File: src/hdl/bitmap_glyph_rasterizer_unit_macros.svh
// ----------------------------------------------------------------------------
// bitmap glyph rasterizer assertion macros
// shared concurrent assertion forms for the rasterizer modules
// ----------------------------------------------------------------------------
`ifndef BITMAP_GLYPH_RASTERIZER_UNIT_MACROS_SVH
`define BITMAP_GLYPH_RASTERIZER_UNIT_MACROS_SVH

// same-cycle implication
`define BGR_ASSERT_NOW(label, clk, rst, ante, cons, msg) \
   label: assert property (@(posedge clk) disable iff (rst) (ante) |-> (cons)) \
      else $error(msg);

// next-cycle implication
`define BGR_ASSERT_NEXT(label, clk, rst, ante, cons, msg) \
   label: assert property (@(posedge clk) disable iff (rst) (ante) |=> (cons)) \
      else $error(msg);

`endif

File: src/hdl/bgr_pkg.sv
// ----------------------------------------------------------------------------
// bgr_pkg
// types, constants and codes shared by the glyph rasterizer modules
// ----------------------------------------------------------------------------
package bgr_pkg;

   localparam int PANEL_WIDTH  = 240;
   localparam int PANEL_HEIGHT = 240;
   localparam int MAX_GLYPH_W  = 8;
   localparam int MAX_GLYPH_H  = 8;
   localparam int FONT_BYTES   = 1024;

   localparam int DIM_W   = 4;
   localparam int COORD_W = 8;
   localparam int COLOR_W = 16;
   localparam int LOC_W   = 3;
   localparam int IDX_W   = 7;
   localparam int PROD_W  = IDX_W + DIM_W;

   localparam logic [7:0] CODE_FIRST = 8'h20;
   localparam logic [7:0] CODE_LAST  = 8'h7E;
   localparam logic [7:0] CODE_SUBST = 8'h3F;

   localparam logic REQ_LOAD = 1'b0;
   localparam logic REQ_DRAW = 1'b1;

   localparam logic [1:0] CSR_GLYPH_WIDTH  = 2'd0;
   localparam logic [1:0] CSR_GLYPH_HEIGHT = 2'd1;

   typedef enum logic [4:0] {
      ST_IDLE  = 5'b00001,
      ST_MUL   = 5'b00010,
      ST_FETCH = 5'b00100,
      ST_LOAD  = 5'b01000,
      ST_EMIT  = 5'b10000
   } state_type;

   typedef struct packed {
      logic [DIM_W-1:0]   width;
      logic [DIM_W-1:0]   height;
      logic [COLOR_W-1:0] fg;
      logic [COLOR_W-1:0] bg;
   } ctx_type;

   typedef struct packed {
      logic load;
      logic run;
      logic last_row;
   } pg_ctrl_type;

   typedef struct packed {
      logic fire;
      logic row_end;
   } pg_stat_type;

endpackage

File: src/hdl/bgr_pixel_gen.sv
// ----------------------------------------------------------------------------
// bgr_pixel_gen
// row shift register, column counter and result output register
// ----------------------------------------------------------------------------
`include "bitmap_glyph_rasterizer_unit_macros.svh"

module bgr_pixel_gen (
   input  logic                         clock,
   input  logic                         reset,
   input  bgr_pkg::pg_ctrl_type         ctrl,
   input  bgr_pkg::ctx_type             ctx,
   input  logic [bgr_pkg::LOC_W-1:0]    row,
   input  logic [7:0]                   font_byte,
   output bgr_pkg::pg_stat_type         stat,
   output logic                         rsp_valid,
   input  logic                         rsp_stall,
   output logic [bgr_pkg::COLOR_W-1:0]  rsp_pixel_color,
   output logic [bgr_pkg::LOC_W-1:0]    rsp_col_index,
   output logic [bgr_pkg::LOC_W-1:0]    rsp_row_index,
   output logic [bgr_pkg::DIM_W-1:0]    rsp_clip_width,
   output logic [bgr_pkg::DIM_W-1:0]    rsp_clip_height,
   output logic                         rsp_last_pixel
);

   logic [7:0]                   shreg_ff, shreg_in;
   logic [bgr_pkg::LOC_W-1:0]    col_ff,   col_in;
   logic                         valid_ff, valid_in;
   logic [bgr_pkg::COLOR_W-1:0]  color_ff;
   logic [bgr_pkg::LOC_W-1:0]    col_out_ff;
   logic [bgr_pkg::LOC_W-1:0]    row_out_ff;
   logic [bgr_pkg::DIM_W-1:0]    width_ff;
   logic [bgr_pkg::DIM_W-1:0]    height_ff;
   logic                         last_ff;
   logic                         adv;
   logic                         fire;
   logic                         row_end;

   assign adv     = !valid_ff || !rsp_stall;
   assign fire    = ctrl.run && adv;
   assign row_end = ({1'b0, col_ff} == (ctx.width - 4'd1));

   always_comb begin
      shreg_in = shreg_ff;
      col_in   = col_ff;
      if (ctrl.load) begin
         shreg_in = font_byte;
         col_in   = '0;
      end else if (fire) begin
         shreg_in = {shreg_ff[6:0], 1'b0};
         col_in   = row_end ? '0 : col_ff + 3'd1;
      end
   end

   always_comb begin
      if (fire) begin
         valid_in = 1'b1;
      end else begin
         valid_in = valid_ff && rsp_stall;
      end
   end

   always_ff @(posedge clock) begin
      if (reset) begin
         valid_ff <= 1'b0;
         col_ff   <= '0;
      end else begin
         valid_ff <= valid_in;
         col_ff   <= col_in;
      end
      shreg_ff <= shreg_in;
      if (fire) begin
         color_ff   <= shreg_ff[7] ? ctx.fg : ctx.bg;
         col_out_ff <= col_ff;
         row_out_ff <= row;
         width_ff   <= ctx.width;
         height_ff  <= ctx.height;
         last_ff    <= ctrl.last_row && row_end;
      end
   end

   assign stat.fire       = fire;
   assign stat.row_end    = row_end;
   assign rsp_valid       = valid_ff;
   assign rsp_pixel_color = color_ff;
   assign rsp_col_index   = col_out_ff;
   assign rsp_row_index   = row_out_ff;
   assign rsp_clip_width  = width_ff;
   assign rsp_clip_height = height_ff;
   assign rsp_last_pixel  = last_ff;

   `BGR_ASSERT_NOW(a_col_in_clip, clock, reset, valid_ff, ({1'b0, col_out_ff} < width_ff), "column outside clipped width")
   `BGR_ASSERT_NOW(a_last_at_corner, clock, reset, valid_ff, (last_ff == (({1'b0, col_out_ff} == width_ff - 4'd1) && ({1'b0, row_out_ff} == height_ff - 4'd1))), "last pixel flag not at glyph corner")

endmodule

File: config.mk
export PLATFORM = sky130hd
export DESIGN_NAME = bgr_pixel_gen
export DESIGN_NICKNAME = d
export VERILOG_FILES = /design/src/hdl/bgr_pkg.sv /design/src/hdl/bgr_pixel_gen.sv
export VERILOG_INCLUDE_DIRS = /design/src /design/src/hdl
export SDC_FILE = /design/constraint.sdc
export NUM_CORES = 1
export LEC_CHECK = 0
export BUFFER_PORTS_ARGS = -buffer_cell sky130_fd_sc_hd__buf_2
export CAP_MARGIN = 40
export CORE_MARGIN = 3
export CORE_UTILIZATION = 44
export DETAILED_ROUTE_END_ITERATION = 10
export PLACE_DENSITY = 0.78
export SYNTH_ARGS = -nofsm -noshare
export SYNTH_HDL_FRONTEND = slang
export SYNTH_SLANG_ARGS = --single-unit
File: constraint.sdc
create_clock -name clock -period 2.13 [get_ports clock]
set_clock_uncertainty 0.2 [all_clocks]
set_input_delay 0.3195 -clock clock [delete_from_list [all_inputs] [get_ports clock]]
set_output_delay 0.3195 -clock clock [all_outputs]
set_load 0.03 [all_outputs]
After elaboration in Yosys (flattened, before gate mapping):

Index checks and enable logic that the tools add are counted.

* add/sub/neg operators: 2
* reduce and logical (&&, ||, !) cells: 8
* mux-type cells: 5
* equal/unequal tests: 1

Operators by type and width (number)
* two-way mux 16 bit: 1
* two-way mux 8 bit: 2
* == test 3 x 4 -> 1 bit: 1
* subtractor 4 x 1 -> 4 bit (second input constant): 1
* adder 3 x 1 -> 3 bit (second input constant): 1
* logical AND 1 bit: 3
* two-way mux 3 bit: 1
* logical NOT 1 bit: 2
* nonzero test 2 bit: 1
* OR reduction 2 bit: 1
* logical OR 1 bit: 1
* two-way mux 1 bit: 1

* word-level logic and storage cells: 25
* bits of input ports: 57
* output and inout bits: 34
* flip-flop bits (word level): 43

Depth between registers and ports, before layout:

Gate-level depths: netlist (run 1).

* word-level depth: 5
* gate-level depth with buffers: 6
* mapped depth without buffers: 6

Least setup slack after synthesis (run 1):

No wires, ideal clock.

* path kind: register -> output
* start: register valid_ff, in the netlist rsp_valid
* end: output stat[1] in the netlist's numbering
* stages on the path, launching flop included: 4
* path slack: -0.009 ns
* buffers on the path: 1
* data arrival time: 1.620 ns
* cell sequence: dfxtp_1 -> a21bo_2 -> inv_1 -> buf_4

* cells in the longest elaborated chain, start to end: 3

RTL lines
* start, declared: RTL line bgr_pixel_gen.sv:27 `logic valid_ff, valid_in;`
* start signal, assigned: RTL line bgr_pixel_gen.sv:67 `valid_ff <= valid_in;`
* logical NOT 1 bit: RTL line bgr_pixel_gen.sv:38 `assign adv = !valid_ff || !rsp_stall;`
* logical OR 1 bit: RTL line bgr_pixel_gen.sv:38
* logical AND 1 bit: RTL line bgr_pixel_gen.sv:39 `assign fire = ctrl.run && adv;`
* end, declared: RTL line bgr_pixel_gen.sv:14 `output bgr_pkg::pg_stat_type stat,`

No other way between the ends.

==> results.py, run 1 <==
metrics = {
    "cells_and_area": {
        "drive_gt1_share_pct": 61.7,
        "area_growth_pct": 38.6,
        "fin_area_sq_um": 2430,
        "utilization_pct": 65.0,
        "nets": 264,
        "diodes": 0,
        "layout_common_cells": "90 x buf_2, 39 x edfxtp_1, 23 x mux2_2, 8 x dlygate4sd3_1, 5 x clkbuf_8",
        "layout_commonest_cell": "buf_2",
    },
    "timing": {
        "fin_setup_tns_ns": 0,
        "fin_crit_sh_pct": 92.8,
        "setup_viol": 0,
        "finalCriticalPeriod_ns": 1.98,
        "hold_viol_final": 0,
        "slew_viol_final": 0,
        "grt_setup_unrepaired": "no",
        "timing.fmax_ghz": 0.506,
        "tightestPinTransition_ns": 0.632,
        "max-slew-margin-rel_pct": 57.9,
    },
    "grt": {
        "grt_max_degree": 32,
        "grt_pass1_vias": 1243,
        "grt_overflow_total": 0,
        "antenna_found_initial": 0,
        "grtUsageTotal_pct": 15.8,
        "grt_pass1_wl_microns": 5910,
    },
    "routing": {
        "wl_met1_microns": 1440,
        "post_drt_via_cell_ratio": 4.79,
        "wl_per_cell_microns": 14.6,
        "drt_wl_total_microns": 3710,
        "dr_wl_met3_microns": 325,
        "drt_pass1_iterations": 4,
        "num_vias": 1216,
        "dr_wl_met2_microns": 1910,
        "drc": 0,
        "routed.top_layer": "met4",
        "first_iter_violations": 47,
        "postRouteAntennaNets": 0,
    },
    "pwr": {
        "power_frac_seq_pct": 55.2,
        "p_sw_share_pct": 26.3,
        "vdd_drop_max_v": 0.000430,
        "comb_power_share_pct": 16.9,
        "switching_power_uw": 488,
        "power_leakage_uw": 0.00104,
        "p_int_uw": 1370,
        "p_per_area_nw_per_um2": 763,
        "pwr-share-clk_pct": 27.9,
    },
    "setup_path": {
        "startpoint_type": "input pin",
        "worstPathCellList": "buf_2 > inv_1 > ha_1 > xor2_1 > o211ai_2 > nor2_2 > buf_2",
        "crit_top_cell": "buf_2",
        "critical-path-max-stage-delay_ns": 0.29,
        "worstPathArrival_ns": 1.46,
        "required_ns": 1.61,
        "crit_fanout": 5,
        "end_kind": "output pin",
        "crit_type": "in -> out",
        "critPathSlowestCell": "ha_1",
    },
    "cts": {
        "cts_root_buf": "clkbuf_8",
        "clk_latency_ns": 0.29,
        "htreeDepth": 2,
        "clockBufferDepth": 2,
        "clkSinkCount": 43,
        "clkTransAtPathRegs_ns": 0.08,
        "cts_tree": "done",
        "cts_buffers": 5,
        "cts_setup_buffers": 0,
        "cts_resized": 0,
    },
    "floorplan": {
        "core_area_sq_um": 3740,
        "rows": 22,
        "io_pins": 91,
        "fp.dieW_microns": 69.2,
        "die_area_sq_um": 4780,
        "die_h_microns": 69.2,
        "start_util_pct": 46.9,
    },
    "yosys": {
        "yosysSeqAreaShare_pct": 71.3,
        "synth.distinct_cells": 26,
        "synth_nets": 163,
        "ys.flop_type": "edfxtp_1",
        "synth.avg_cell_area_sq_um": 16.9,
        "yosys_warnings": 0,
        "netlist_area_sq_um": 1760,
        "ys_ff_latch": 43,
        "synthArstFlopShare_pct": 0,
        "synth_cells": 104,
        "synth-edff-count": 39,
    },
    "place": {
        "placed_cell_area_sq_um": 2260,
        "numPortBuffers": 90,
        "dp_hpwl_microns": 2780,
        "gp_congestion": 0.777,
    },
    "hold_path": {
        "hold_path.class": "in -> reg",
    },
    "status": {
        "status": "finished clean",
    },
    "run": {
        "drv_cap": 0,
    },
}
==> area by class of cell <==
class	count	area [sq um]
clock inverter	3	23.8
timing repair buffer	99	551
sequential	43	1250
clock buffer	5	68.8
tap	48	60.1
inverter	3	15.0
multi-input combinational	53	463
fill	284	1310
==> logic make-up (layout without fill, tap and decap cells) <==
| kind of cell | Yosys count | count (layout) | synth area share, % |
|---|---|---|---|
| DFF | 43 | 43 | 71.3 |
| muxes | 23 | 23 | 14.8 |
| and+or+nand+nor | 14 | 14 | 4.28 |
| AOI/OAI and AO/OA | 11 | 11 | 4.42 |
| buffers and inverters | 8 | 110 | 2.35 |
| xor gates and xnor gates | 3 | 3 | 1.50 |
| adders and majority gates | 2 | 2 | 1.43 |
==> worst paths after layout <==
kind,startpoint,to,slack (ns),depth (start not counted)
max,ctx[36],stat[0],0.15,7
min,ctx[38],rsp_clip_width[2],0.03,1
max reg2reg,shreg_ff[7],rsp_pixel_color[9],0.50,1
min reg2reg,col_ff[1],col_ff[1],0.31,2
==> critical path, delay by kind of cell <==
family	cells	cell delay, ns
buf+inv	3	0.38
fa+ha+maj	1	0.29
xor+xnor	1	0.17
compound gates	1	0.16
simple gates	1	0.14
==> routing by layer <==
layer	global-route usage, %	vias up
met5	0	-
met3	5.83	4
li1	-	593
met2	28.0	59
met1	17.2	560
met4	5.86	0
==> flip-flops by register name (all words and copies together), names as in the netlist <==
name,count
col_ff,3
rsp_clip_height,4
rsp_clip_width,4
rsp_col_index,3
rsp_last_pixel,1
rsp_pixel_color,16
rsp_row_index,3
rsp_valid,1
shreg_ff,8
==> repair_timing <==
action                                  CTS  global route
endpoints found under the setup margin    0             0
endpoints found under the hold margin     8             0
hold buffers                              8             0
==> cell usage after synthesis (all sizes together) (2+ instances only) <==
library cell	count	area [sq um]
edfxtp	39	1170
mux2	23	259
buf	5	30.0
a21oi	4	20.0
dfxtp	4	80.1
inv	3	11.3
nand2	3	11.3
nor2	3	13.8
and2	2	12.5
ha	2	25.0
nor2b	2	12.5
o211ai	2	20.0
xor2	2	17.5
==> stage by stage <==
step	setup slack (ns)	cells	hold slack, ns	total power, uW
after floorplan	0.0637	104	0.192	1230
after global placement	0.195	238	0.287	1330
after detailed placement	0.150	238	0.298	1350
after CTS	0.148	254	0.0204	1870
after global routing	0.0214	254	0.0265	1940
final	0.153	254	0.0290	1860
==> power groups by stage <==
stage	logic, uW	registers (uW)	clock network, uW
after floorplan	114	1120	0
after global placement	295	1040	0
after global routing	338	1030	571
final	314	1020	517
after CTS	317	1020	529
after detailed placement	305	1040	0
(Power assumes the default switching activity.)
==> inputs of run 2 (changes only) <==
CORE_MARGIN = 2   (was 3)
==> results.py, run 2 (same netlist as run 1, synthesis figures left out) <==
metrics = {
    "floorplan": {
        "io_pins": 91,
        "start_util_pct": 46.9,
        "die_h_microns": 67.2,
        "rows": 22,
        "fp.dieW_microns": 67.2,
        "die_area_sq_um": 4510,
        "core_area_sq_um": 3740,
    },
    "cells_and_area": {
        "diodes": 0,
        "layout_common_cells": "90 x buf_2, 39 x edfxtp_1, 23 x mux2_2, 6 x dlygate4sd3_1, 5 x clkbuf_8",
        "nets": 262,
        "fin_area_sq_um": 2450,
        "largest_reg_flops": 16,
        "area_growth_pct": 39.7,
        "drive_gt1_share_pct": 61.8,
        "layout_commonest_cell": "buf_2",
    },
    "setup_path": {
        "crit_fanout": 5,
        "end_kind": "output pin",
        "startpoint_type": "input pin",
        "worst-r2r-cell-count": 1,
        "critical-path-max-stage-delay_ns": 0.30,
        "worstPathArrival_ns": 1.46,
        "crit_top_cell": "buf_2",
        "required_ns": 1.61,
        "worstPathCellList": "buf_2 > inv_1 > ha_1 > xor2_1 > o211ai_2 > nor2_2 > buf_2",
        "critPathSlowestCell": "ha_1",
        "worstReg2RegStart": "shreg_ff[7]",
        "reg2reg_slack_ns": 0.50,
        "crit_type": "in -> out",
        "r2r_end": "rsp_pixel_color[6]",
    },
    "pwr": {
        "finalPower_uw": 2050,
        "p_per_area_nw_per_um2": 836,
        "vdd_drop_max_v": 0.000516,
        "power_leakage_uw": 0.00105,
    },
    "grt": {
        "grtUsageTotal_pct": 15.4,
        "antenna_found_initial": 0,
        "grt_overflow_total": 0,
        "grt_pass1_vias": 1212,
        "grt_max_degree": 24,
        "grt_pass1_wl_microns": 4950,
    },
    "hold_path": {
        "hold_path.class": "in -> reg",
        "holdPathStages": 1,
        "worst_hold_startpoint": "ctx[32]",
        "min_to": "rsp_clip_height[0]",
    },
    "cts": {
        "clockBufferDepth": 2,
        "cts_root_buf": "clkbuf_8",
        "hold_buffers": 2,
        "clkTransAtPathRegs_ns": 0.07,
        "cts_buffers": 5,
        "cts_resized": 0,
        "cts_tree": "done",
        "htreeDepth": 2,
        "clk_latency_ns": 0.28,
        "clkSinkCount": 43,
        "cts_setup_buffers": 0,
    },
    "place": {
        "placed_cell_area_sq_um": 2260,
        "numPortBuffers": 90,
        "dp_hpwl_microns": 2670,
        "gp_congestion": 0.836,
    },
    "routing": {
        "drt_pass1_iterations": 2,
        "drc": 0,
        "first_iter_violations": 17,
        "postRouteAntennaNets": 0,
        "num_vias": 1220,
        "post_drt_via_cell_ratio": 4.84,
        "wl_per_cell_microns": 13.5,
        "drt_wl_total_microns": 3390,
    },
    "timing": {
        "slew_viol_final": 0,
        "grt_setup_unrepaired": "no",
        "max-slew-margin-rel_pct": 57.5,
        "fin_setup_tns_ns": 0,
        "setup_viol": 0,
        "timing.fmax_ghz": 0.506,
        "hold_viol_final": 0,
        "finalCriticalPeriod_ns": 1.98,
        "tightestPinTransition_ns": 0.637,
        "fin_crit_sh_pct": 92.7,
    },
    "status": {
        "status": "finished clean",
    },
    "run": {
        "drv_cap": 0,
    },
}
## run 2: changes by cell type in the layout (fill, tap and decap cells not counted)
cell,before,now
bufinv_16,0,2
clkinvlp_4,3,1
dlygate4sd3_1,8,6
clkbuf_1,0,1
inv_6,1,0
## run 2: worst max path at each step
stage,slack (ns),startpoint,end
after floorplan,0.06,rsp_valid,stat[1]
after global placement,0.21,ctx[36],stat[0]
after detailed placement,0.15,ctx[36],stat[0]
after CTS,0.14,ctx[36],stat[0]
after global routing,0.06,rsp_valid,stat[1]
final,0.15,ctx[36],stat[0]
## run 2: cell type report
cell class	instances	area [sq um]
fill	297	1290
sequential	43	1250
timing repair buffer	97	531
multi-input combinational	53	463
clock buffer	6	72.6
clock inverter	2	60.1
tap	48	60.1
inverter	3	15.0
## run 2: metal layers
layer / GRT usage, % / vias up / routed length, microns
met5: 0 / - / 0
li1: - / 584 / -
met2: 30.0 / 65 / 1790
met4: 6.89 / 0 / 72
met3: 5.50 / 8 / 367
met1: 14.0 / 563 / 1160
## run 2: critical path, delay by kind of cell
kind	cells	cell delay (ns)
compound gates	1	0.15
simple gates	1	0.14
buf+inv	3	0.38
xor+xnor	1	0.17
fa+ha+maj	1	0.30
## run 2: per-stage QoR
stage | util [%] | setup WS (ns) | hold WS (ns) | cells
after floorplan | - | 0.0637 | 0.192 | 104
after global placement | 60.4 | 0.205 | 0.287 | 238
after detailed placement | 60.4 | 0.146 | 0.301 | 238
after CTS | 64.4 | 0.143 | 0.00287 | 248
after global routing | 65.5 | 0.0648 | 0.000332 | 252
final | 65.5 | 0.155 | 0.0150 | 252
## run 2: power by group
| group | internal (uW) | switching (uW) | total (uW) |
|---|---|---|---|
| registers | 996 | 27.5 | 1020 |
| clock network | 468 | 247 | 715 |
| logic | 135 | 176 | 311 |
