**config.mk**
```make
export PLATFORM = sky130hd
export DESIGN_NAME = bgr_addr_mul
export DESIGN_NICKNAME = d
export VERILOG_FILES = /design/src/hdl/bitmap_glyph_rasterizer_unit_macros.svh /design/src/hdl/bgr_pkg.sv /design/src/hdl/bgr_addr_mul.sv
export SDC_FILE = /design/constraint.sdc
export NUM_CORES = 1
export LEC_CHECK = 0
export BUFFER_PORTS_ARGS = -buffer_cell sky130_fd_sc_hd__buf_2
export CORE_UTILIZATION = 52
export DETAILED_ROUTE_END_ITERATION = 10
export PLACE_DENSITY = 0.84
export SLEW_MARGIN = 20
export SYNTH_ARGS = -nofsm -noshare
export SYNTH_HDL_FRONTEND = slang
export SYNTH_SLANG_ARGS = --single-unit
```
**constraint.sdc**
```tcl
create_clock -name clock -period 2.3 [get_ports clock]
set_input_delay 0.46 -clock clock [delete_from_list [all_inputs] [get_ports clock]]
set_output_delay 0.46 -clock clock [all_outputs]
set_load 0.005 [all_outputs]
```
**src/hdl/bitmap_glyph_rasterizer_unit_macros.svh**
```systemverilog
// ----------------------------------------------------------------------------
// bitmap glyph rasterizer assertion macros
// shared concurrent assertion forms for the rasterizer modules
// ----------------------------------------------------------------------------
`ifndef BITMAP_GLYPH_RASTERIZER_UNIT_MACROS_SVH
`define BITMAP_GLYPH_RASTERIZER_UNIT_MACROS_SVH

// same-cycle implication
`define BGR_ASSERT_NOW(label, clk, rst, ante, cons, msg) \
   label: assert property (@(posedge clk) disable iff (rst) (ante) |-> (cons)) \
      else $error(msg);

// next-cycle implication
`define BGR_ASSERT_NEXT(label, clk, rst, ante, cons, msg) \
   label: assert property (@(posedge clk) disable iff (rst) (ante) |=> (cons)) \
      else $error(msg);

`endif

```
**src/hdl/bgr_pkg.sv**
```systemverilog
// ----------------------------------------------------------------------------
// bgr_pkg
// types, constants and codes shared by the glyph rasterizer modules
// ----------------------------------------------------------------------------
package bgr_pkg;

   localparam int PANEL_WIDTH  = 240;
   localparam int PANEL_HEIGHT = 240;
   localparam int MAX_GLYPH_W  = 8;
   localparam int MAX_GLYPH_H  = 8;
   localparam int FONT_BYTES   = 1024;

   localparam int DIM_W   = 4;
   localparam int COORD_W = 8;
   localparam int COLOR_W = 16;
   localparam int LOC_W   = 3;
   localparam int IDX_W   = 7;
   localparam int PROD_W  = IDX_W + DIM_W;

   localparam logic [7:0] CODE_FIRST = 8'h20;
   localparam logic [7:0] CODE_LAST  = 8'h7E;
   localparam logic [7:0] CODE_SUBST = 8'h3F;

   localparam logic REQ_LOAD = 1'b0;
   localparam logic REQ_DRAW = 1'b1;

   localparam logic [1:0] CSR_GLYPH_WIDTH  = 2'd0;
   localparam logic [1:0] CSR_GLYPH_HEIGHT = 2'd1;

   typedef enum logic [4:0] {
      ST_IDLE  = 5'b00001,
      ST_MUL   = 5'b00010,
      ST_FETCH = 5'b00100,
      ST_LOAD  = 5'b01000,
      ST_EMIT  = 5'b10000
   } state_type;

   typedef struct packed {
      logic [DIM_W-1:0]   width;
      logic [DIM_W-1:0]   height;
      logic [COLOR_W-1:0] fg;
      logic [COLOR_W-1:0] bg;
   } ctx_type;

   typedef struct packed {
      logic load;
      logic run;
      logic last_row;
   } pg_ctrl_type;

   typedef struct packed {
      logic fire;
      logic row_end;
   } pg_stat_type;

endpackage

```
**src/hdl/bgr_addr_mul.sv**
```systemverilog
// ----------------------------------------------------------------------------
// bgr_addr_mul
// bit-serial shift-add multiplier for the glyph base address
// ----------------------------------------------------------------------------
module bgr_addr_mul (
   input  logic                        clock,
   input  logic                        reset,
   input  logic                        start,
   input  logic [bgr_pkg::IDX_W-1:0]   mcand,
   input  logic [bgr_pkg::DIM_W-1:0]   mplier,
   output logic                        busy,
   output logic [bgr_pkg::PROD_W-1:0]  product
);

   logic                        busy_ff,   busy_in;
   logic [bgr_pkg::PROD_W-1:0]  acc_ff,    acc_in;
   logic [bgr_pkg::PROD_W-1:0]  mcand_ff,  mcand_in;
   logic [bgr_pkg::DIM_W-1:0]   mplier_ff, mplier_in;

   always_comb begin
      busy_in   = busy_ff;
      acc_in    = acc_ff;
      mcand_in  = mcand_ff;
      mplier_in = mplier_ff;
      if (start) begin
         acc_in    = '0;
         mcand_in  = bgr_pkg::PROD_W'(mcand);
         mplier_in = mplier;
         busy_in   = (mplier != '0);
      end else if (busy_ff) begin
         if (mplier_ff[0]) begin
            acc_in = acc_ff + mcand_ff;
         end
         mcand_in  = {mcand_ff[bgr_pkg::PROD_W-2:0], 1'b0};
         mplier_in = {1'b0, mplier_ff[bgr_pkg::DIM_W-1:1]};
         busy_in   = (mplier_ff[bgr_pkg::DIM_W-1:1] != '0);
      end
   end

   always_ff @(posedge clock) begin
      if (reset) begin
         busy_ff <= 1'b0;
      end else begin
         busy_ff <= busy_in;
      end
      acc_ff    <= acc_in;
      mcand_ff  <= mcand_in;
      mplier_ff <= mplier_in;
   end

   assign busy    = busy_ff;
   assign product = acc_ff;

endmodule

```
After elaboration in Yosys (flattened, before gate mapping):

Index checks and enable logic that the tools add are counted.

* flip-flop bits (word level): 27
* latch bits: 0
* memory bits (writable): 0
* memory bits (read-only): 0
* bits of input ports: 14
* output and inout bits: 12
* word-level logic and storage cells: 16
* memories: 0

* $add $sub $neg: 1
* $mul: 0
* divide/modulo/power cells: 0
* order comparisons: 0
* equal/unequal tests: 0
* shift operators: 0
* mux-type cells: 6
* bitwise gates (word level): 0
* reduce and logical (&&, ||, !) cells: 4

Operators with widths (count)
* 7-bit 2-to-1 mux: 2
* 11-bit adder: 1
* 4-bit 2-to-1 mux: 2
* 4-bit nonzero test: 1
* 3-bit nonzero test: 1
* 1-bit 2-to-1 mux: 2
* 2-bit AND reduction: 1
* 2-bit nonzero test: 1

Depth between registers and ports, before layout:

Gate-level depths: netlist of the first run.

* word-level depth: 3
* gate-level depth with buffers: 8
* depth with buffers taken out: 8

Least setup slack after synthesis of the first run:

Ideal clock, no wire load.

* path kind: register -> register
* start point: register acc_ff (netlist bit product[0])
* end point: register acc_ff (netlist bit product[10])
* library setup time: 121 ps
* arrival time: 1989 ps
* data required time: 2179 ps
* setup slack: 189 ps
* cell stages (with the launch flop): 9
* buffers on the path: 0
* clock period less this slack: 2111 ps
* cells stage by stage: dfxtp_1 -> ha_1 -> inv_1 -> fa_1 -> nand2b_1 -> a211oi_1 -> or2_1 -> o221ai_2 -> mux2_4

* cells in the longest elaborated chain, start to end: 1

Ends and longest elaborated chain
* start, declared: line bgr_addr_mul.sv:16 `logic [bgr_pkg::PROD_W-1:0] acc_ff, acc_in;`
* start signal, assigned: line bgr_addr_mul.sv:46 `acc_ff <= acc_in;`
* 11-bit adder: line bgr_addr_mul.sv:32 `acc_in = acc_ff + mcand_ff;`

No other way between the ends.
A chain may end at the register's enable or synchronous reset.

Worst setup path after layout of the first run:

Ends and elaborated chain as after synthesis.

==> qor.csv, run 1 <==
metric,value,unit
outcome,"finished, violations left",
violated checks,design-rule violations,
Cell Pwr Density,542,nW/um^2
Slew headroom,74.0,%
Max H-tree Level,1,
DR vias/cell,5.94,
dpl hpwl,2.40,mm
sum of negative setup slack,0,ps
main combinational cell family by area after synthesis,simple AND/OR/NAND/NOR gates,
wire length after detailed routing,3.17,mm
hold-fix buffers at CTS,0,
IO Count,26,
standby leakage power,0.000757,uW
remaining routing DRC violations,5,
clk_skew,3.03,ps
unrepaired setup endpoints after global routing,false,
HP Start,reset,
clk_lat worst skew,320,ps
standard-cell row count,19,
die outline area,3290,um^2
"arithmetic-cell share of the synthesized area counting full adders, half adders and majority gates",9.11,%
kind of cell with the highest combined delay on the critical path,adder cells,
final standard cell count with taps included and fillers excluded,224,
async set-or-reset flop fraction in the synthesized netlist,0,%
Setup Viol. Count Final,0,
HP Class,input pin to flop,
mux share of post-synthesis cell area,11.1,%
core footprint,2830,um^2
number of global-route vias before repair,1197,
library cell used as clock root buffer,sky130_fd_sc_hd__clkbuf_4,
top flip-flop cell by instance count after synthesis,sky130_fd_sc_hd__dfxtp_1,
required arrival time at the worst endpoint,2530,ps
Final Cell Area,1800,um^2
placer congestion estimate,0.869,
cts bufs inserted,3,
achievable clock frequency,460,MHz
Antenna Cells,0,
Placed Cells,219,
Simple-Gate Fraction of Synth Area,18.8,%
antenna violations before repair,0,
number of buffers between clock root and the deepest sink,2,
share of final-layout standard cells stronger than drive strength 1,24.4,%
final global-route overflow total,0,
overall routing resource usage,20.0,%
arrival time worst endpoint,2410,ps
synthesized cell area,1590,um^2
startpoint of the lowest-slack register-to-register path,product[0],
critical path peak fanout,4,
number of storage elements in the synthesis netlist,27,
pin count of the biggest net entering global routing,21,
average cell area after synthesis,9.66,um^2
number of standard cells after synthesis,165,
area growth from synthesis to final layout,12.9,%
Placement Cell Area,1760,um^2
DRT Pass-1 Iters,7,
actual transition at the worst max-transition pin,390,ps
number of enable flip-flop cells after synthesis,11,
post-synthesis compound-gate area fraction,15.7,%
kind of start point of the critical path,flop,
DIE HEIGHT,57.4,um
Num Clock Sinks,27,
worst-case hold slack,272,ps
wire length of the first global-routing pass,5.24,mm
Post-Synthesis Net Count,190,
maximum vdd drop,0.347,mV
number of warnings issued by yosys,0,
sum of buffers and inverters on the critical path,1,
highest-delay cell along the critical path,sky130_fd_sc_hd__fa_1,
total power draw,976,uW
sequential fraction of the synthesis area,40.8,%
die extent in x,57.4,um
share of the synthesized netlist area taken by xor and xnor gates,0.549,%
delay of the slowest cell on the worst path,400,ps
fin. max-slew vios,0,
Worst Setup Path Type,flop to flop,
effective utilization at floorplan,56.3,%
Critical path origin,product[0],
number of failing hold endpoints at the final stage,0,
critical path cell sequence,ha_1 -> inv_1 -> fa_1 -> nand2b_1 -> a211oi_2 -> or2_1 -> o221ai_2 -> mux2_4,
Final Cycle Share,94.5,%
clk slew on worst S/H paths,150,ps
distinct cell type count after synthesis,46,
number of nets with antenna violations after detailed routing,0,
Max Cap Violations,0,
buffers added on ports,25,
final period demand of the worst path,2170,ps
Final Net Count,219,
drt first-iter violations,53,
kind of end point of the critical path,flop,
vias,1331,
clock tree from TritonCTS,yes,
WL/cell,14.2,um
[layer usage]
layer  global-route usage, %  vias to the layer above  wire, um
li1                        -                      667         -
met2                    34.4                       28      1510
met5                       0                        -         0
met4                    6.27                        0        17
met1                    26.2                      634      1510
met3                    2.27                        2       128
[logic make-up (layout without fill, tap and decap cells)]
kind of cell               Yosys count  in the layout
buffers and inverters               14             42
and+or+nand+nor                     59             59
muxes                               16             16
xor gates and xnor gates             1              1
AOI/OAI and AO/OA                   37             37
DFF                                 27             27
adders and majority gates           11             11
[synthesized netlist by cell type, types with 2 or more instances]
| library cell | count | area, um^2 |
|---|---|---|
| sky130_fd_sc_hd__clkbuf_1 | 3 | 11.3 |
| sky130_fd_sc_hd__o21ai_1 | 2 | 10.0 |
| sky130_fd_sc_hd__nor4_1 | 2 | 12.5 |
| sky130_fd_sc_hd__nand3_1 | 6 | 30.0 |
| sky130_fd_sc_hd__nand4_1 | 3 | 18.8 |
| sky130_fd_sc_hd__a31oi_1 | 2 | 12.5 |
| sky130_fd_sc_hd__a211oi_1 | 4 | 30.0 |
| sky130_fd_sc_hd__dfxtp_1 | 16 | 320 |
| sky130_fd_sc_hd__inv_1 | 7 | 26.3 |
| sky130_fd_sc_hd__or3_1 | 4 | 25.0 |
| sky130_fd_sc_hd__nand2_1 | 14 | 52.6 |
| sky130_fd_sc_hd__and2_1 | 4 | 25.0 |
| sky130_fd_sc_hd__mux2_1 | 5 | 56.3 |
| sky130_fd_sc_hd__o21ai_0 | 6 | 30.0 |
| sky130_fd_sc_hd__nor2b_1 | 3 | 18.8 |
| sky130_fd_sc_hd__nor3_1 | 6 | 30.0 |
| sky130_fd_sc_hd__buf_2 | 2 | 10.0 |
| sky130_fd_sc_hd__mux2i_1 | 6 | 60.1 |
| sky130_fd_sc_hd__ha_1 | 10 | 125 |
| sky130_fd_sc_hd__a311o_1 | 2 | 20.0 |
| sky130_fd_sc_hd__nor2_1 | 10 | 37.5 |
| sky130_fd_sc_hd__a21o_1 | 2 | 15.0 |
| sky130_fd_sc_hd__mux2_2 | 4 | 45.0 |
| sky130_fd_sc_hd__edfxtp_1 | 11 | 330 |
| sky130_fd_sc_hd__a21oi_1 | 10 | 50.1 |
[per-stage QoR]
stage | worst slack, ps | util, %
floorplan | 189 | -
global placement | 132 | 62.2
detailed placement | 46.5 | 62.2
CTS | 85.8 | 63.3
global route | 27.9 | 63.6
finish | 126 | 63.6
[layout make-up]
class,count,area [um^2]
fill,237,1030
multi-input combinational,124,886
sequential,27,651
timing repair buffer,31,170
tap,31,38.8
inverter,7,26.3
clock buffer,3,22.5
clock inverter,1,5.00
[layout by cell type, fill, tap and decap left out, types with 3 or more instances in the layout]
cell	Yosys	final
sky130_fd_sc_hd__mux2_1	5	5
sky130_fd_sc_hd__a211oi_1	4	3
sky130_fd_sc_hd__clkbuf_4	0	3
sky130_fd_sc_hd__nand2_1	14	14
sky130_fd_sc_hd__edfxtp_1	11	11
sky130_fd_sc_hd__a21oi_1	10	10
sky130_fd_sc_hd__nand4_1	3	3
sky130_fd_sc_hd__dfxtp_1	16	16
sky130_fd_sc_hd__buf_2	2	25
sky130_fd_sc_hd__nand3_1	6	6
sky130_fd_sc_hd__nor2b_1	3	3
sky130_fd_sc_hd__mux2i_1	6	6
sky130_fd_sc_hd__and2_1	4	4
sky130_fd_sc_hd__mux2_2	4	4
sky130_fd_sc_hd__or3_1	4	4
sky130_fd_sc_hd__nor3_1	6	6
sky130_fd_sc_hd__inv_1	7	7
sky130_fd_sc_hd__nor2_1	10	10
sky130_fd_sc_hd__buf_4	0	6
sky130_fd_sc_hd__ha_1	10	10
sky130_fd_sc_hd__o21ai_0	6	6
[report_power, final]
group / switching [uW] / internal, uW
clock: 144 / 65.2
combinational: 111 / 93.4
sequential: 24.9 / 537
total: 280 / 696
[state kept, by name, summed over array words and instances (netlist names)]
name,count
mcand_ff,11
product,11
busy,1
mplier_ff,4
[worst paths after layout]
| check | slack, ps | depth (start not counted) | end |
|---|---|---|---|
| worst max-delay path | 130 | 8 | product[10] |
| worst min-delay path | 270 | 2 | busy |
| worst max register to register | 130 | 8 | product[10] |
| worst min register to register | 490 | 2 | product[3] |
[what timing repair did]
action,CTS,global route
buffers inserted,0,1
gates resized for setup,1,0
pin swaps,0,2
gates cloned,0,0
endpoints found under the setup margin,1,1
(Power assumes the default switching activity.)
==> run 2: changes to the inputs <==
- CELL_PAD_IN_SITES_DETAIL_PLACEMENT: not set -> 1
- CELL_PAD_IN_SITES_GLOBAL_PLACEMENT: not set -> 2
- CORE_UTILIZATION: 52 -> 34
- PLACE_DENSITY: 0.84 -> 0.87
==> run 2 against run 1 <==
  * The flow now finishes without violations
  * Flip-flop and latch count unchanged
  * Critical path depth stayed put
  * First-iteration DRC count is 21% higher
  * Cell area up 3.0%
  * Sequential power about the same
  * Clock power increased by 32%
  * Die area grew 51%
  * Core utilization fell by 22 points
==> qor.csv, run 2 (synthesis results as in run 1) <==
metric,value,unit,change
outcome,"complete, no violations",,
WL/cell,16.3,um,+15%
die extent in x,70.5,um,+23%
cts bufs inserted,3,,unchanged
required arrival time at the worst endpoint,2460,ps,-70 ps
critical path peak fanout,4,,unchanged
IO Count,26,,unchanged
antenna violations before repair,0,,unchanged
kind of end point of the critical path,flop,,
number of global-route vias before repair,1451,,+21%
Final Cycle Share,94.1,%,-0.41 points
dpl hpwl,3.09,mm,+29%
number of buffers between clock root and the deepest sink,2,,unchanged
Worst Setup Path Type,flop to flop,,
placer congestion estimate,0.793,,-8.7%
remaining routing DRC violations,0,,-5
Max Cap Violations,0,,unchanged
Final Cell Area,1850,um^2,+3.0%
area growth from synthesis to final layout,16.2,%,
die outline area,4970,um^2,+51%
DRT Pass-1 Iters,4,,-3
core footprint,4440,um^2,+57%
Setup Viol. Count Final,0,,unchanged
final global-route overflow total,0,,unchanged
most frequent cells in the layout,"25 x sky130_fd_sc_hd__buf_2, 16 x sky130_fd_sc_hd__dfxtp_1, 14 x sky130_fd_sc_hd__nand2_1",,
Antenna Cells,0,,unchanged
Cell Pwr Density,570,nW/um^2,+5.0%
final period demand of the worst path,2160,ps,-9.45 ps
wire length after detailed routing,3.98,mm,+26%
fin. max-slew vios,0,,unchanged
drt first-iter violations,64,,+21%
overall routing resource usage,17.4,%,-2.6 points
kind of start point of the critical path,flop,,
library cell used as clock root buffer,sky130_fd_sc_hd__clkbuf_8,,
achievable clock frequency,462,MHz,+0.44%
clock tree from TritonCTS,yes,,
share of final-layout standard cells stronger than drive strength 1,24.4,%,unchanged
arrival time worst endpoint,2330,ps,-80 ps
vias,1333,,+0.15%
Final Net Count,219,,unchanged
DR vias/cell,5.44,,-8.4%
clk slew on worst S/H paths,100,ps,-50 ps
worst-case hold slack,332,ps,+60.0 ps
number of failing hold endpoints at the final stage,0,,unchanged
standard-cell row count,24,,+5
unrepaired setup endpoints after global routing,false,,
HP Class,input pin to flop,,
standby leakage power,0.000762,uW,+0.67%
count of buffers added by post-CTS timing repair for setup,0,,unchanged
pin count of the biggest net entering global routing,22,,+4.8%
clk_skew,10.4,ps,+7.38 ps
number of nets with antenna violations after detailed routing,0,,unchanged
Slew headroom,74.2,%,+0.21 points
buffers added on ports,25,,unchanged
wire length of the first global-routing pass,6.80,mm,+30%
sum of negative setup slack,0,ps,unchanged
effective utilization at floorplan,35.9,%,-20 points
DIE HEIGHT,70.5,um,+23%
"most common cell after layout, fill and taps aside",sky130_fd_sc_hd__buf_2,,
maximum vdd drop,0.314,mV,-9.6%
clk_lat worst skew,280,ps,-40 ps
Max H-tree Level,1,,unchanged
actual transition at the worst max-transition pin,387,ps,-2.60 ps
Num Clock Sinks,27,,unchanged
Placement Cell Area,1790,um^2,+1.9%
run 2: cell count changes in the layout (fill, tap and decap cells not counted), sizes merged:
cell and change:
clkinv -1, clkbuf +1
run 2: cell type report:
cell class,instances,area (um^2)
Fill cell,542,2590
Multi-Input combinational cell,124,896
Sequential cell,27,651
Timing Repair Buffer,31,170
Tap cell,52,65.1
Clock buffer,4,45.0
Inverter,7,26.3
run 2: critical path, stage by stage (launching register included):
cell and delay (ps):
sky130_fd_sc_hd__dfxtp_1 360, sky130_fd_sc_hd__ha_1 170, sky130_fd_sc_hd__inv_1 50, sky130_fd_sc_hd__fa_1 390, sky130_fd_sc_hd__nand2b_1 210, sky130_fd_sc_hd__a211oi_4 280, sky130_fd_sc_hd__or2_4 180, sky130_fd_sc_hd__o221ai_2 100
sky130_fd_sc_hd__mux2_4 300
run 2: timing repair:
item / 4_1_cts / 5_1_grt
resized for setup: 1 / 2
hold buffers: 0 / 0
pin swaps: 0 / 1
endpoints found under the setup margin: 1 / 1
run 2: metrics by stage:
stage / utilization [%] / cells / total power, uW / setup slack [ps]
2_1_floorplan: - / 165 / 711 / 189
3_3_place_gp: 40.3 / 241 / 773 / 114
3_5_place_dp: 40.3 / 241 / 786 / -7.33
4_1_cts: 41.5 / 245 / 1060 / 81.0
5_1_grt: 41.7 / 245 / 1110 / 16.4
6_report: 41.7 / 245 / 1060 / 135
run 2: path summary, 6_finish.rpt:
| kind | from | to | slack [ps] | depth (start not counted) |
|---|---|---|---|---|
| worst max register to register | product[0] | product[10] | 140 | 8 |
| worst min register to register | product[0] | product[0] | 490 | 2 |
| worst max-delay path | product[0] | product[10] | 140 | 8 |
| worst min-delay path | reset | busy | 330 | 2 |
run 2: routing by layer:
| layer | wire length (um) | global-route usage (%) | vias to the layer above |
|---|---|---|---|
| met4 | 29 | 4.54 | 0 |
| met3 | 71 | 2.45 | 4 |
| met2 | 1980 | 31.2 | 18 |
| met5 | 0 | 0 | - |
| li1 | - | - | 661 |
| met1 | 1900 | 21.7 | 650 |
run 2: where the power goes:
group | switching (uW) | leakage, uW | internal, uW | total, uW
clock | 151 | 0.0000228 | 124 | 275
sequential | 24.8 | 0.000242 | 537 | 561
combinational | 124 | 0.000497 | 95.0 | 219
total | 299 | 0.000762 | 756 | 1060
